$ cat src/xte_pkg.sv
// xte_pkg: shared types, character constants and escape tables for the xml text escaper
// no dependencies; used by the interfaces, xte_expander and xml_text_escaper_unit
package xte_pkg;

  // running escaped-length counter width
  localparam int unsigned COUNT_WIDTH = 16;
  localparam int unsigned LEN_WIDTH   = 16;
  localparam logic [LEN_WIDTH-1:0] LEN_MAX = '1;

  // longest escape sequence is "&amp;", five bytes
  localparam int unsigned IDX_WIDTH = 3;

  // source characters that trigger an escape
  localparam logic [7:0] CH_NUL   = 8'h00;
  localparam logic [7:0] CH_LT    = 8'h3c;
  localparam logic [7:0] CH_GT    = 8'h3e;
  localparam logic [7:0] CH_AMP   = 8'h26;
  localparam logic [7:0] CH_DQUOT = 8'h22;

  // characters used in the escape sequences
  localparam logic [7:0] CH_SEMI  = 8'h3b;
  localparam logic [7:0] CH_L     = 8'h6c;
  localparam logic [7:0] CH_G     = 8'h67;
  localparam logic [7:0] CH_T     = 8'h74;
  localparam logic [7:0] CH_A     = 8'h61;
  localparam logic [7:0] CH_M     = 8'h6d;
  localparam logic [7:0] CH_P     = 8'h70;
  localparam logic [7:0] CH_PCT   = 8'h25;
  localparam logic [7:0] CH_TWO   = 8'h32;

  typedef enum logic [2:0] {
    ESC_NONE,
    ESC_LT,
    ESC_GT,
    ESC_AMP,
    ESC_QUOT,
    ESC_TERM
  } esc_kind_e;

  // one accepted input byte after classification
  typedef struct packed {
    esc_kind_e            kind;
    logic [7:0]           raw;
    logic [LEN_WIDTH-1:0] len;
  } item_t;

  // one output transaction
  typedef struct packed {
    logic [7:0]           out_byte;
    logic                 run_end;
    logic                 string_end;
    logic [LEN_WIDTH-1:0] string_length;
  } result_t;

  // classify a source byte
  function automatic esc_kind_e esc_classify(input logic [7:0] b, input logic attr);
    esc_kind_e k;
    k = ESC_NONE;
    if (b == CH_NUL) begin
      k = ESC_TERM;
    end else if (b == CH_LT) begin
      k = ESC_LT;
    end else if (b == CH_GT) begin
      k = ESC_GT;
    end else if (b == CH_AMP) begin
      k = ESC_AMP;
    end else if (b == CH_DQUOT && attr) begin
      k = ESC_QUOT;
    end
    return k;
  endfunction

  // number of output bytes produced for a kind
  function automatic logic [IDX_WIDTH-1:0] esc_len(input esc_kind_e k);
    logic [IDX_WIDTH-1:0] n;
    case (k)
      ESC_LT:   n = 3'd4;
      ESC_GT:   n = 3'd4;
      ESC_AMP:  n = 3'd5;
      ESC_QUOT: n = 3'd3;
      default:  n = 3'd1;
    endcase
    return n;
  endfunction

  // byte at position idx of the escaped form
  function automatic logic [7:0] esc_char(input esc_kind_e k, input logic [IDX_WIDTH-1:0] idx,
                                          input logic [7:0] raw);
    logic [7:0] c;
    case (k)
      ESC_LT: begin
        case (idx)
          3'd0:    c = CH_AMP;
          3'd1:    c = CH_L;
          3'd2:    c = CH_T;
          default: c = CH_SEMI;
        endcase
      end
      ESC_GT: begin
        case (idx)
          3'd0:    c = CH_AMP;
          3'd1:    c = CH_G;
          3'd2:    c = CH_T;
          default: c = CH_SEMI;
        endcase
      end
      ESC_AMP: begin
        case (idx)
          3'd0:    c = CH_AMP;
          3'd1:    c = CH_A;
          3'd2:    c = CH_M;
          3'd3:    c = CH_P;
          default: c = CH_SEMI;
        endcase
      end
      ESC_QUOT: begin
        case (idx)
          3'd0:    c = CH_PCT;
          default: c = CH_TWO;
        endcase
      end
      ESC_TERM: c = CH_NUL;
      default:  c = raw;
    endcase
    return c;
  endfunction

endpackage

$ cat src/xte_if.sv
// xte_in_if / xte_out_if: valid/ready channels for source bytes and escaped results
// depends on xte_pkg for the field widths
interface xte_in_if
  import xte_pkg::*;
();
  logic       valid;
  logic       ready;
  logic [7:0] in_byte;

  modport source (output valid, output in_byte, input ready);
  modport sink   (input valid, input in_byte, output ready);
endinterface

interface xte_out_if
  import xte_pkg::*;
();
  logic                 valid;
  logic                 ready;
  logic [7:0]           out_byte;
  logic                 run_end;
  logic                 string_end;
  logic [LEN_WIDTH-1:0] string_length;

  modport source (output valid, output out_byte, output run_end, output string_end,
                  output string_length, input ready);
  modport sink   (input valid, input out_byte, input run_end, input string_end,
                  input string_length, output ready);
endinterface

$ cat src/xte_expander.sv
// xte_expander: holds one classified item and issues its escaped bytes into a result register
// depends on xte_pkg
module xte_expander
  import xte_pkg::*;
(
  input  logic    clk_i,
  input  logic    rst_ni,
  input  logic    item_valid_i,
  input  item_t   item_i,
  output logic    item_ready_o,
  output logic    res_valid_o,
  output result_t res_o,
  input  logic    res_ready_i
);

  logic                 s_valid_q;
  item_t                s_item_q;
  logic [IDX_WIDTH-1:0] s_idx_q;
  logic                 r_valid_q;
  result_t              r_q;
  result_t              r_d;
  logic                 r_load;
  logic                 s_last;
  logic                 item_take;
  logic                 is_term;

  // result register takes a byte when empty or being drained
  assign r_load       = s_valid_q && (!r_valid_q || res_ready_i);
  assign s_last       = (s_idx_q == esc_len(s_item_q.kind) - 3'd1);
  assign item_ready_o = !s_valid_q || (r_load && s_last);
  assign item_take    = item_valid_i && item_ready_o;
  assign is_term      = (s_item_q.kind == ESC_TERM);

  // next result from the held item
  always_comb begin
    r_d.out_byte      = esc_char(s_item_q.kind, s_idx_q, s_item_q.raw);
    r_d.run_end       = s_last;
    r_d.string_end    = is_term;
    r_d.string_length = is_term ? s_item_q.len : '0;
  end

  // item stage control
  always_ff @(posedge clk_i or negedge rst_ni) begin
    if (!rst_ni) begin
      s_valid_q <= 1'b0;
      s_idx_q   <= '0;
    end else if (item_take) begin
      s_valid_q <= 1'b1;
      s_idx_q   <= '0;
    end else if (r_load && s_last) begin
      s_valid_q <= 1'b0;
    end else if (r_load) begin
      s_idx_q <= s_idx_q + 3'd1;
    end
  end

  // item payload
  always_ff @(posedge clk_i) begin
    if (item_take) begin
      s_item_q <= item_i;
    end
  end

  // result stage control
  always_ff @(posedge clk_i or negedge rst_ni) begin
    if (!rst_ni) begin
      r_valid_q <= 1'b0;
    end else if (r_load) begin
      r_valid_q <= 1'b1;
    end else if (res_ready_i) begin
      r_valid_q <= 1'b0;
    end
  end

  // result payload
  always_ff @(posedge clk_i) begin
    if (r_load) begin
      r_q <= r_d;
    end
  end

  assign res_valid_o = r_valid_q;
  assign res_o       = r_q;

endmodule

$ cat src/xml_text_escaper_unit.sv
// xml_text_escaper_unit: byte-stream xml text escaper, top level
// depends on xte_pkg, xte_in_if / xte_out_if and xte_expander
//
// Usage: source text bytes arrive on in_i, one byte per transaction; escaped bytes leave on
// out_o, one byte per transaction. '<', '>' and '&' become "&lt;", "&gt;" and "&amp;";
// with attribute mode set (cfg_we_i / cfg_wdata_i) a double quote becomes "%22". A zero
// byte ends the string and yields one zero byte with string_end set and string_length
// carrying the escaped length (saturating); the running count then restarts at zero.
// An accepted item is first registered in the item stage; its first output byte is then
// registered in the result register, from which the receiver takes it.
// Throughput: one output byte per cycle while the receiver does not stall, set by the single
// item stage that issues one byte per cycle into the result register; an item produces 1
// output byte for plain bytes and terminators and 3 to 5 for escapes.
// A new byte is accepted in the cycle the previous item issues its last byte.
// Reset clears the count, attribute mode and both stages; no output is valid after reset.
// When the receiver stalls, the result register holds its transaction, the item stage
// holds its position, and in_i.ready drops once the item stage holds an item.
module xml_text_escaper_unit
  import xte_pkg::*;
(
  input  logic       clk_i,
  input  logic       rst_ni,
  xte_in_if.sink     in_i,
  xte_out_if.source  out_o,
  input  logic       cfg_we_i,
  input  logic       cfg_wdata_i
);

  logic                   attr_q;
  logic [COUNT_WIDTH-1:0] count_q;
  logic [COUNT_WIDTH-1:0] count_d;
  logic [COUNT_WIDTH:0]   count_sum;
  logic                   in_take;
  esc_kind_e              in_kind;
  item_t                  item;
  logic                   item_ready;
  logic                   res_valid;
  result_t                res;

  assign in_take = in_i.valid && item_ready;
  assign in_kind = esc_classify(in_i.in_byte, attr_q);

  // saturating length counter
  assign count_sum = {1'b0, count_q} + (COUNT_WIDTH+1)'(esc_len(in_kind));
  always_comb begin
    if (in_kind == ESC_TERM) begin
      count_d = '0;
    end else if (count_sum[COUNT_WIDTH]) begin
      count_d = '1;
    end else begin
      count_d = count_sum[COUNT_WIDTH-1:0];
    end
  end

  // classified item with length snapshot
  always_comb begin
    item.kind = in_kind;
    item.raw  = in_i.in_byte;
    item.len  = (32'(count_q) > 32'(LEN_MAX)) ? LEN_MAX : LEN_WIDTH'(count_q);
  end

  // count and configuration registers
  always_ff @(posedge clk_i or negedge rst_ni) begin
    if (!rst_ni) begin
      count_q <= '0;
      attr_q  <= 1'b0;
    end else begin
      if (in_take) begin
        count_q <= count_d;
      end
      if (cfg_we_i) begin
        attr_q <= cfg_wdata_i;
      end
    end
  end

  xte_expander u_expander (
    .clk_i        (clk_i),
    .rst_ni       (rst_ni),
    .item_valid_i (in_i.valid),
    .item_i       (item),
    .item_ready_o (item_ready),
    .res_valid_o  (res_valid),
    .res_o        (res),
    .res_ready_i  (out_o.ready)
  );

  assign in_i.ready          = item_ready;
  assign out_o.valid         = res_valid;
  assign out_o.out_byte      = res.out_byte;
  assign out_o.run_end       = res.run_end;
  assign out_o.string_end    = res.string_end;
  assign out_o.string_length = res.string_length;

  // terminator is always a single, final, zero byte
  a_term_shape: assert property (@(posedge clk_i) disable iff (!rst_ni)
    out_o.valid && out_o.string_end |-> out_o.run_end && (out_o.out_byte == CH_NUL))
    else $error("terminator transaction malformed");

  // length only reported on the terminator
  a_len_zero: assert property (@(posedge clk_i) disable iff (!rst_ni)
    out_o.valid && !out_o.string_end |-> (out_o.string_length == '0))
    else $error("length on non-terminator transaction");

  // count restarts after a terminator is taken
  a_count_clear: assert property (@(posedge clk_i) disable iff (!rst_ni)
    in_i.valid && in_i.ready && (in_i.in_byte == CH_NUL) |=> (count_q == '0))
    else $error("count not cleared after terminator");

  // count never decreases except at a terminator
  a_count_mono: assert property (@(posedge clk_i) disable iff (!rst_ni)
    in_i.valid && in_i.ready && (in_i.in_byte != CH_NUL) |=> (count_q >= $past(count_q)))
    else $error("count decreased without terminator");

endmodule
$ cat src/flat_wrapper.sv
// flat-port wrapper written by rule: the top's interface ports become plain ports
module xml_text_escaper_unit_flat import xte_pkg::*;
  (clk_i, rst_ni, cfg_we_i, cfg_wdata_i, in_i_valid, in_i_in_byte, in_i_ready, out_o_valid, out_o_out_byte, out_o_run_end, out_o_string_end, out_o_string_length, out_o_ready);
  xte_in_if in_i_i ();
  xte_out_if out_o_i ();
  input  logic clk_i;
  input  logic rst_ni;
  input  logic cfg_we_i;
  input  logic cfg_wdata_i;
  input wire logic [$bits(in_i_i.valid)-1:0] in_i_valid;
  input wire logic [$bits(in_i_i.in_byte)-1:0] in_i_in_byte;
  output wire logic [$bits(in_i_i.ready)-1:0] in_i_ready;
  output wire logic [$bits(out_o_i.valid)-1:0] out_o_valid;
  output wire logic [$bits(out_o_i.out_byte)-1:0] out_o_out_byte;
  output wire logic [$bits(out_o_i.run_end)-1:0] out_o_run_end;
  output wire logic [$bits(out_o_i.string_end)-1:0] out_o_string_end;
  output wire logic [$bits(out_o_i.string_length)-1:0] out_o_string_length;
  input wire logic [$bits(out_o_i.ready)-1:0] out_o_ready;
  assign in_i_i.valid = in_i_valid;
  assign in_i_i.in_byte = in_i_in_byte;
  assign in_i_ready = in_i_i.ready;
  assign out_o_valid = out_o_i.valid;
  assign out_o_out_byte = out_o_i.out_byte;
  assign out_o_run_end = out_o_i.run_end;
  assign out_o_string_end = out_o_i.string_end;
  assign out_o_string_length = out_o_i.string_length;
  assign out_o_i.ready = out_o_ready;
  xml_text_escaper_unit u_core (.clk_i(clk_i), .rst_ni(rst_ni), .in_i(in_i_i), .out_o(out_o_i), .cfg_we_i(cfg_we_i), .cfg_wdata_i(cfg_wdata_i));
endmodule
$ cat config.mk
export PLATFORM = sky130hd
export DESIGN_NAME = xml_text_escaper_unit_flat
export DESIGN_NICKNAME = d
export VERILOG_FILES = /design/src/xte_pkg.sv /design/src/xte_if.sv /design/src/xte_expander.sv /design/src/xml_text_escaper_unit.sv /design/src/flat_wrapper.sv
export SDC_FILE = /design/constraint.sdc
export NUM_CORES = 1
export LEC_CHECK = 0
export BUFFER_PORTS_ARGS = -buffer_cell sky130_fd_sc_hd__buf_2
export CAP_MARGIN = 20
export CORE_MARGIN = 2
export CORE_UTILIZATION = 40
export CTS_BUF_LIST = sky130_fd_sc_hd__clkbuf_8
export DETAILED_ROUTE_END_ITERATION = 6
export GPL_ROUTABILITY_DRIVEN = 0
export GPL_TIMING_DRIVEN = 0
export HOLD_SLACK_MARGIN = 0.03
export PLACE_DENSITY_LB_ADDON = 0.12
export SLEW_MARGIN = 30
export SYNTH_ARGS = -nofsm -noshare
export SYNTH_HDL_FRONTEND = slang
export SYNTH_SLANG_ARGS = --single-unit
export TNS_END_PERCENT = 5
$ cat constraint.sdc
create_clock -name clk_i -period 3.8 [get_ports clk_i]
set_input_delay 0 -clock clk_i [delete_from_list [all_inputs] [get_ports clk_i]]
set_output_delay 0 -clock clk_i [all_outputs]
set_load 0.03 [all_outputs]
=== Word level (Yosys, flattened, before mapping) ===
Index checks and enable logic that the tools add are counted.

* Output and inout port bits: 28
* Input port bits: 14
* Register bits after elaboration: 75
* Logic and storage cells: 71

* $add $sub $neg: 3
* Equal/unequal tests: 19
* Muxes and demuxes: 21
* Reductions and logical operators: 16

{| class="wikitable"
|+ Operators by type and width
! cell !! number
|-
| case mux 7 bit (3 select lines) || 2
|-
| case mux 8 bit (5 select lines) || 1
|-
| equality test 8 x 6 -> 1 bit (second input constant) || 4
|-
| two-way mux 16 bit || 2
|-
| case mux 7 bit (4 select lines) || 1
|-
| two-way mux 3 bit || 8
|-
| equality test 3 x 2 -> 1 bit (second input constant) || 6
|-
| case mux 3 bit (3 select lines) || 2
|-
| adder 16 x 3 -> 17 bit || 1
|-
| equality test 3 bit (second input constant) || 4
|-
| equality test 3 x 1 -> 1 bit (second input constant) || 3
|-
| logical NOT 8 bit || 1
|-
| nonzero test 2 bit || 3
|-
| two-way mux 5 bit || 1
|-
| logical AND 1 bit || 4
|-
| two-way mux 1 bit || 4
|-
| OR reduction 2 bit || 2
|-
| adder 3 x 1 -> 3 bit (second input constant) || 1
|-
| equality test 3 bit || 1
|-
| logical NOT 3 bit || 1
|-
| subtractor 3 x 1 -> 3 bit (second input constant) || 1
|-
| logical NOT 1 bit || 2
|-
| logical OR 1 bit || 2
|-
| != test 2 x 1 -> 1 bit (second input constant) || 1
|-
| AND reduction 2 bit || 1
|}

=== Depth between registers and ports, before layout ===
* Word-level depth: 13
* Mapped depth: 11
* Gate-level depth less buffers: 10

=== Modules after synthesis ===
From an unflattened synthesis, not the netlist that was laid out.

* Cells, all modules: 338
* Area, all modules: 3,792.4 sq um

{| class="wikitable"
|+ Modules (own cells, without submodules)
! module !! area an instance (sq um) !! cells an instance !! times used !! sequential area each (sq um)
|-
| xte_expander || 2,645.0 || 204 || 1 || 1,716.6
|-
| xml_text_escaper_unit || 1,147.4 || 134 || 1 || 425.4
|}

=== Least setup slack after synthesis ===
OpenSTA, ideal clock, no wires.

* Path type: reg2reg
* Start point: register u_core.u_expander.s_item_q[26] (netlist name)
* End point: register u_core.u_expander.s_item_q[0] (netlist name) (enable)
* Data required time: 3.398 ns
* Path buffers: 2
* Library setup time: 0.402 ns
* Stages on the path, launching flop included: 9
* Arrival: 2.973 ns
* Clock period less this slack: 3.375 ns
* Slack: 0.425 ns
* Path through: edfxtp_1 clkbuf_1 or3b_2 ha_1 xor2_1 o211a_1 a41oi_2 inv_1 clkbuf_1

* Cells in the longest elaborated chain, start to end: 8
* Elaborated cells between the ends (all ways): 11
* Those cells by class: add/sub: 1; eq/ne: 5; mux: 1; reduce/logical: 4

{| class="wikitable"
|+ RTL lines
! item !! line !! RTL
|-
| start: declaration || xte_expander.sv:17 || <nowiki>item_t s_item_q;</nowiki>
|-
| start signal: assignment || xte_expander.sv:60 || <nowiki>s_item_q <= item_i;</nowiki>
|-
| equality test 3 x 2 -> 1 bit / equality test 3 x 1 -> 1 bit (equally long branches) || xte_pkg.sv:76 || <nowiki>case (k)</nowiki>
|-
| OR reduction 2 bit (no line) || n/a ||
|-
| case mux 3 bit (3 select lines) (*) || xte_pkg.sv:76 ||
|-
| subtractor 3 x 1 -> 3 bit (*) || xte_expander.sv:29 || <nowiki>assign s_last = (s_idx_q == esc_len(s_item_q.kind) - 3'd1);</nowiki>
|-
| equality test 3 bit (*) || xte_expander.sv:29 ||
|-
| logical AND 1 bit (*) || xte_expander.sv:30 || <nowiki>assign item_ready_o = !s_valid_q || (r_load && s_last);</nowiki>
|-
| logical OR 1 bit (*) || xte_expander.sv:30 ||
|-
| logical AND 1 bit (*) || n/a ||
|-
| via u_core.in_take || xml_text_escaper_unit.sv:33 || <nowiki>logic in_take;</nowiki>
|}

Mark *: on every way through the listed nets, which the timed path passes. The rest lies on a longest branch.
A chain may end at the register's enable or synchronous reset.

=== Final worst setup path ===
* Start point: register u_core.u_expander.s_item_q[26] (netlist name)
* End point: register u_core.u_expander.s_item_q[19] (netlist name) (enable)

The elaborated chain is that of the path after synthesis.

==> results.md <==
- Status: finished, final reports clean
- Layout Skew: 0.01386 ns
- DR iter-0 viols: between 100 and 150
- First-pass GRT wire length: roughly 14000 µm
- Worst path max stage delay: around 0.50 ns
- Crit path buf inv count: 4
- CTS Sinks: between 70 and 80
- Die area: 10140 µm²
- Total gr overflow: 0
- Cells after DPL: between 400 and 500
- Most frequent cells in the layout: edfxtp_1 (53), buf_2 (46), nand2_1 (23)
- # DRC: 0
- Fin. max-slew vios: 0
- EDFF count, synth: 53
- Antenna diode count: 0
- Most common cell after layout, fill and taps aside: edfxtp_1
- Nets@finish: between 400 and 500
- Cells after Synth: around 330
- Die Ht: about 100 µm
- Async SR Flop Fraction: roughly 30%
- Antenna violations before repair: 0
- Peak supply drop: 0.1982 mV
- Pre-Repair DR Iteration Count: 4
- Clock buffer depth: 2
- Slowest CP cell: or3b_2
- Area grow syn2layout: 19.00%
- Mapped Nets: 353
- Hold crit path type: input port to async pin
- Row count: 35
- Share of cells above drive strength 1: between 20% and 30%
- Vias: roughly 2800
- Lkg Pwr: around 1.8 nW
- GRT Overall Usage: 17.36%
- Setup crit start kind: flip-flop
- Non-filler cells, final: ~510
- Register area share after synthesis: between 50% and 60%
- Slew HR: roughly 54%
- YS warnings: 0
- RSZ-0062 raised after global routing: false
- DR vias/cell: about 5.4
- Total power: 3.067 mW
- I/O Pins: 42
- Worst setup EP type: flip-flop
- Final setup vio count: 0
- Critical R2R Capture: u_core.u_expander.s_item_q[19]
- Htree depth: 3
- Tmin final: ~3.2 ns
- Hold Vio Cnt, Final: 0
- Resize count post-CTS: 0
- Dpl hpwl: between 5000 and 6000 µm
- Buffers on Ports: slightly above 40
- Max cap viols: 0
- Fill cell count: just over 800
- Register clock-pin slew on the reported worst setup and hold paths: 0.09 ns
- Crit Path Category: flip-flop to flip-flop
- Yosys reg bits: 75
- Syn avg cell area: ~11 µm²
- Ys flop type: edfxtp_1
- Worst path top cell family by delay: buffers and inverters
- Core box area: slightly above 9000 µm²
- Chip Width: 100.7 µm
- Worst path required time: about 3.9 ns
- Post-synthesis cell area: roughly 3700 µm²
- Power per Cell Area: 689.0 nW/µm²
- Worst R2R Start: u_core.u_expander.s_item_q[26]
- Routed WL: about 8200 µm
- Clock tree from TritonCTS: built
- Initial Utilization: 40.87%
- Routed wire per std cell: about 16 µm
- Crit. Startpoint: u_core.u_expander.s_item_q[26]
- Synth cell types: 57
- Clk_lat worst skew: ~0.35 ns
- FMAX: between 0.3 and 0.4 GHz
- Crit-path cells: clkbuf_1 -> or3b_2 -> ha_1 -> xor2_1 -> or3_1 -> a41oi_2 -> inv_1 -> clkbuf_2 -> buf_12
- Cts bufs inserted: 9
- CP Data Arrival Time: ~3.3 ns
- Final period util: between 80% and 90%
- Vias in the first global route: roughly 2600
- Worst Tran Pin Value: roughly 0.69 ns
- DRT antenna net count: 0
- Max FO, Critical Path: 26
- Pin count of the biggest net entering global routing: 28
- Reg2reg path depth: 9
- Clk Tree Root Cell: clkbuf_8
- Flop-to-flop setup slack: roughly 0.57 ns
cell type report:
| cell class | instances | area [µm²] | area share, % |
|---|---|---|---|
| inverters | 11 | 41.29 | 0.9275 |
| clock buffers | 9 | 123.9 | 2.782 |
| multi-input cells | 226 | 1485 | 33.36 |
| plain buffers | 17 | 80.08 | 1.799 |
| well taps | 111 | 138.9 | 3.120 |
| clock inverters | 7 | 85.08 | 1.911 |
| flip-flops and latches | 75 | 2142 | 48.12 |
| repair buffers | 55 | 355.3 | 7.982 |
cells in the mapped netlist, types with 7 or more instances:
master,number,area [µm²]
edfxtp_1,53,1592
nand2_1,23,86.33
dfrtp_1,22,550.5
a21oi_1,21,105.1
and2_1,20,125.1
o21ai_0,19,95.09
nor2_1,15,56.30
nor3_1,14,70.07
nand3_1,13,65.06
inv_1,10,37.54
ha_1,9,112.6
clkbuf_1,7,26.28
kinds of logic after synthesis:
logic type	share of synthesized area, %
and+or+nand+nor	15.62
AOI/OAI and AO/OA	16.46
DFF	57.26
buffers and inverters	3.211
adders and majority gates	3.813
xor gates and xnor gates	1.873
muxes	1.772
through the flow:
step	setup TNS [ns]	utilization [%]	hold slack, ns	setup WS [ns]	area (µm²)
after floorplan	0	-	-0.2956	0.4249	3741
after global placement	-10.70	44.63	0.02008	-0.3209	4085
after detailed placement	0	44.88	0.02431	0.5882	4108
after CTS	0	48.59	0.1712	0.5756	4447
after global routing	0	48.64	0.2148	0.3526	4452
final	0	48.64	0.1541	0.5702	4452
worst max-delay path by stage:
stage / end / depth (start not counted)
final: u_core.u_expander.s_item_q[19] / 9
after global routing: u_core.count_q[9] / 11
after CTS: u_core.u_expander.s_item_q[4] / 9
after detailed placement: u_core.u_expander.s_item_q[22] / 9
after global placement: u_core.u_expander.s_item_q[17] / 8
after floorplan: u_core.u_expander.s_item_q[0] / 8
registers in the layout, summed over array words and instances, names as in the netlist:
| signal | count |
|---|---|
| u_core.count_q | 16 |
| u_core.u_expander.res_o | 26 |
| u_core.u_expander.s_idx_q | 3 |
| u_core.u_expander.s_valid_q | 1 |
| u_core.u_expander.res_valid_o | 1 |
| u_core.u_expander.s_item_q | 27 |
| u_core.attr_q | 1 |
where the power goes:
| part | switching (mW) | internal, mW |
|---|---|---|
| logic | 0.776 | 0.397 |
| registers | 0.100 | 1.14 |
| clock network | 0.335 | 0.316 |
| total | 1.21 | 1.86 |
timing repair:
action | CTS | global route
setup buffers | 0 | 0
hold buffers | 13 | 0
endpoints found under the hold margin | 35 | 0
worst register-to-register path, stage by stage (launching register included):
cell,delay (ns)
edfxtp_1,0.35
clkbuf_1,0.32
or3b_2,0.50
ha_1,0.25
xor2_1,0.17
or3_1,0.35
a41oi_2,0.37
inv_1,0.16
clkbuf_2,0.27
buf_12,0.23
per-layer routing:
layer  vias up  wire, µm  global-route usage [%]
met2        84      3599                   25.18
li1       1367         -                       -
met3        11       430                   3.259
met1      1318      4076                   25.86
met5         -         0                       0
met4         0       114                   6.428
Power figures use the tool's default switching activity.
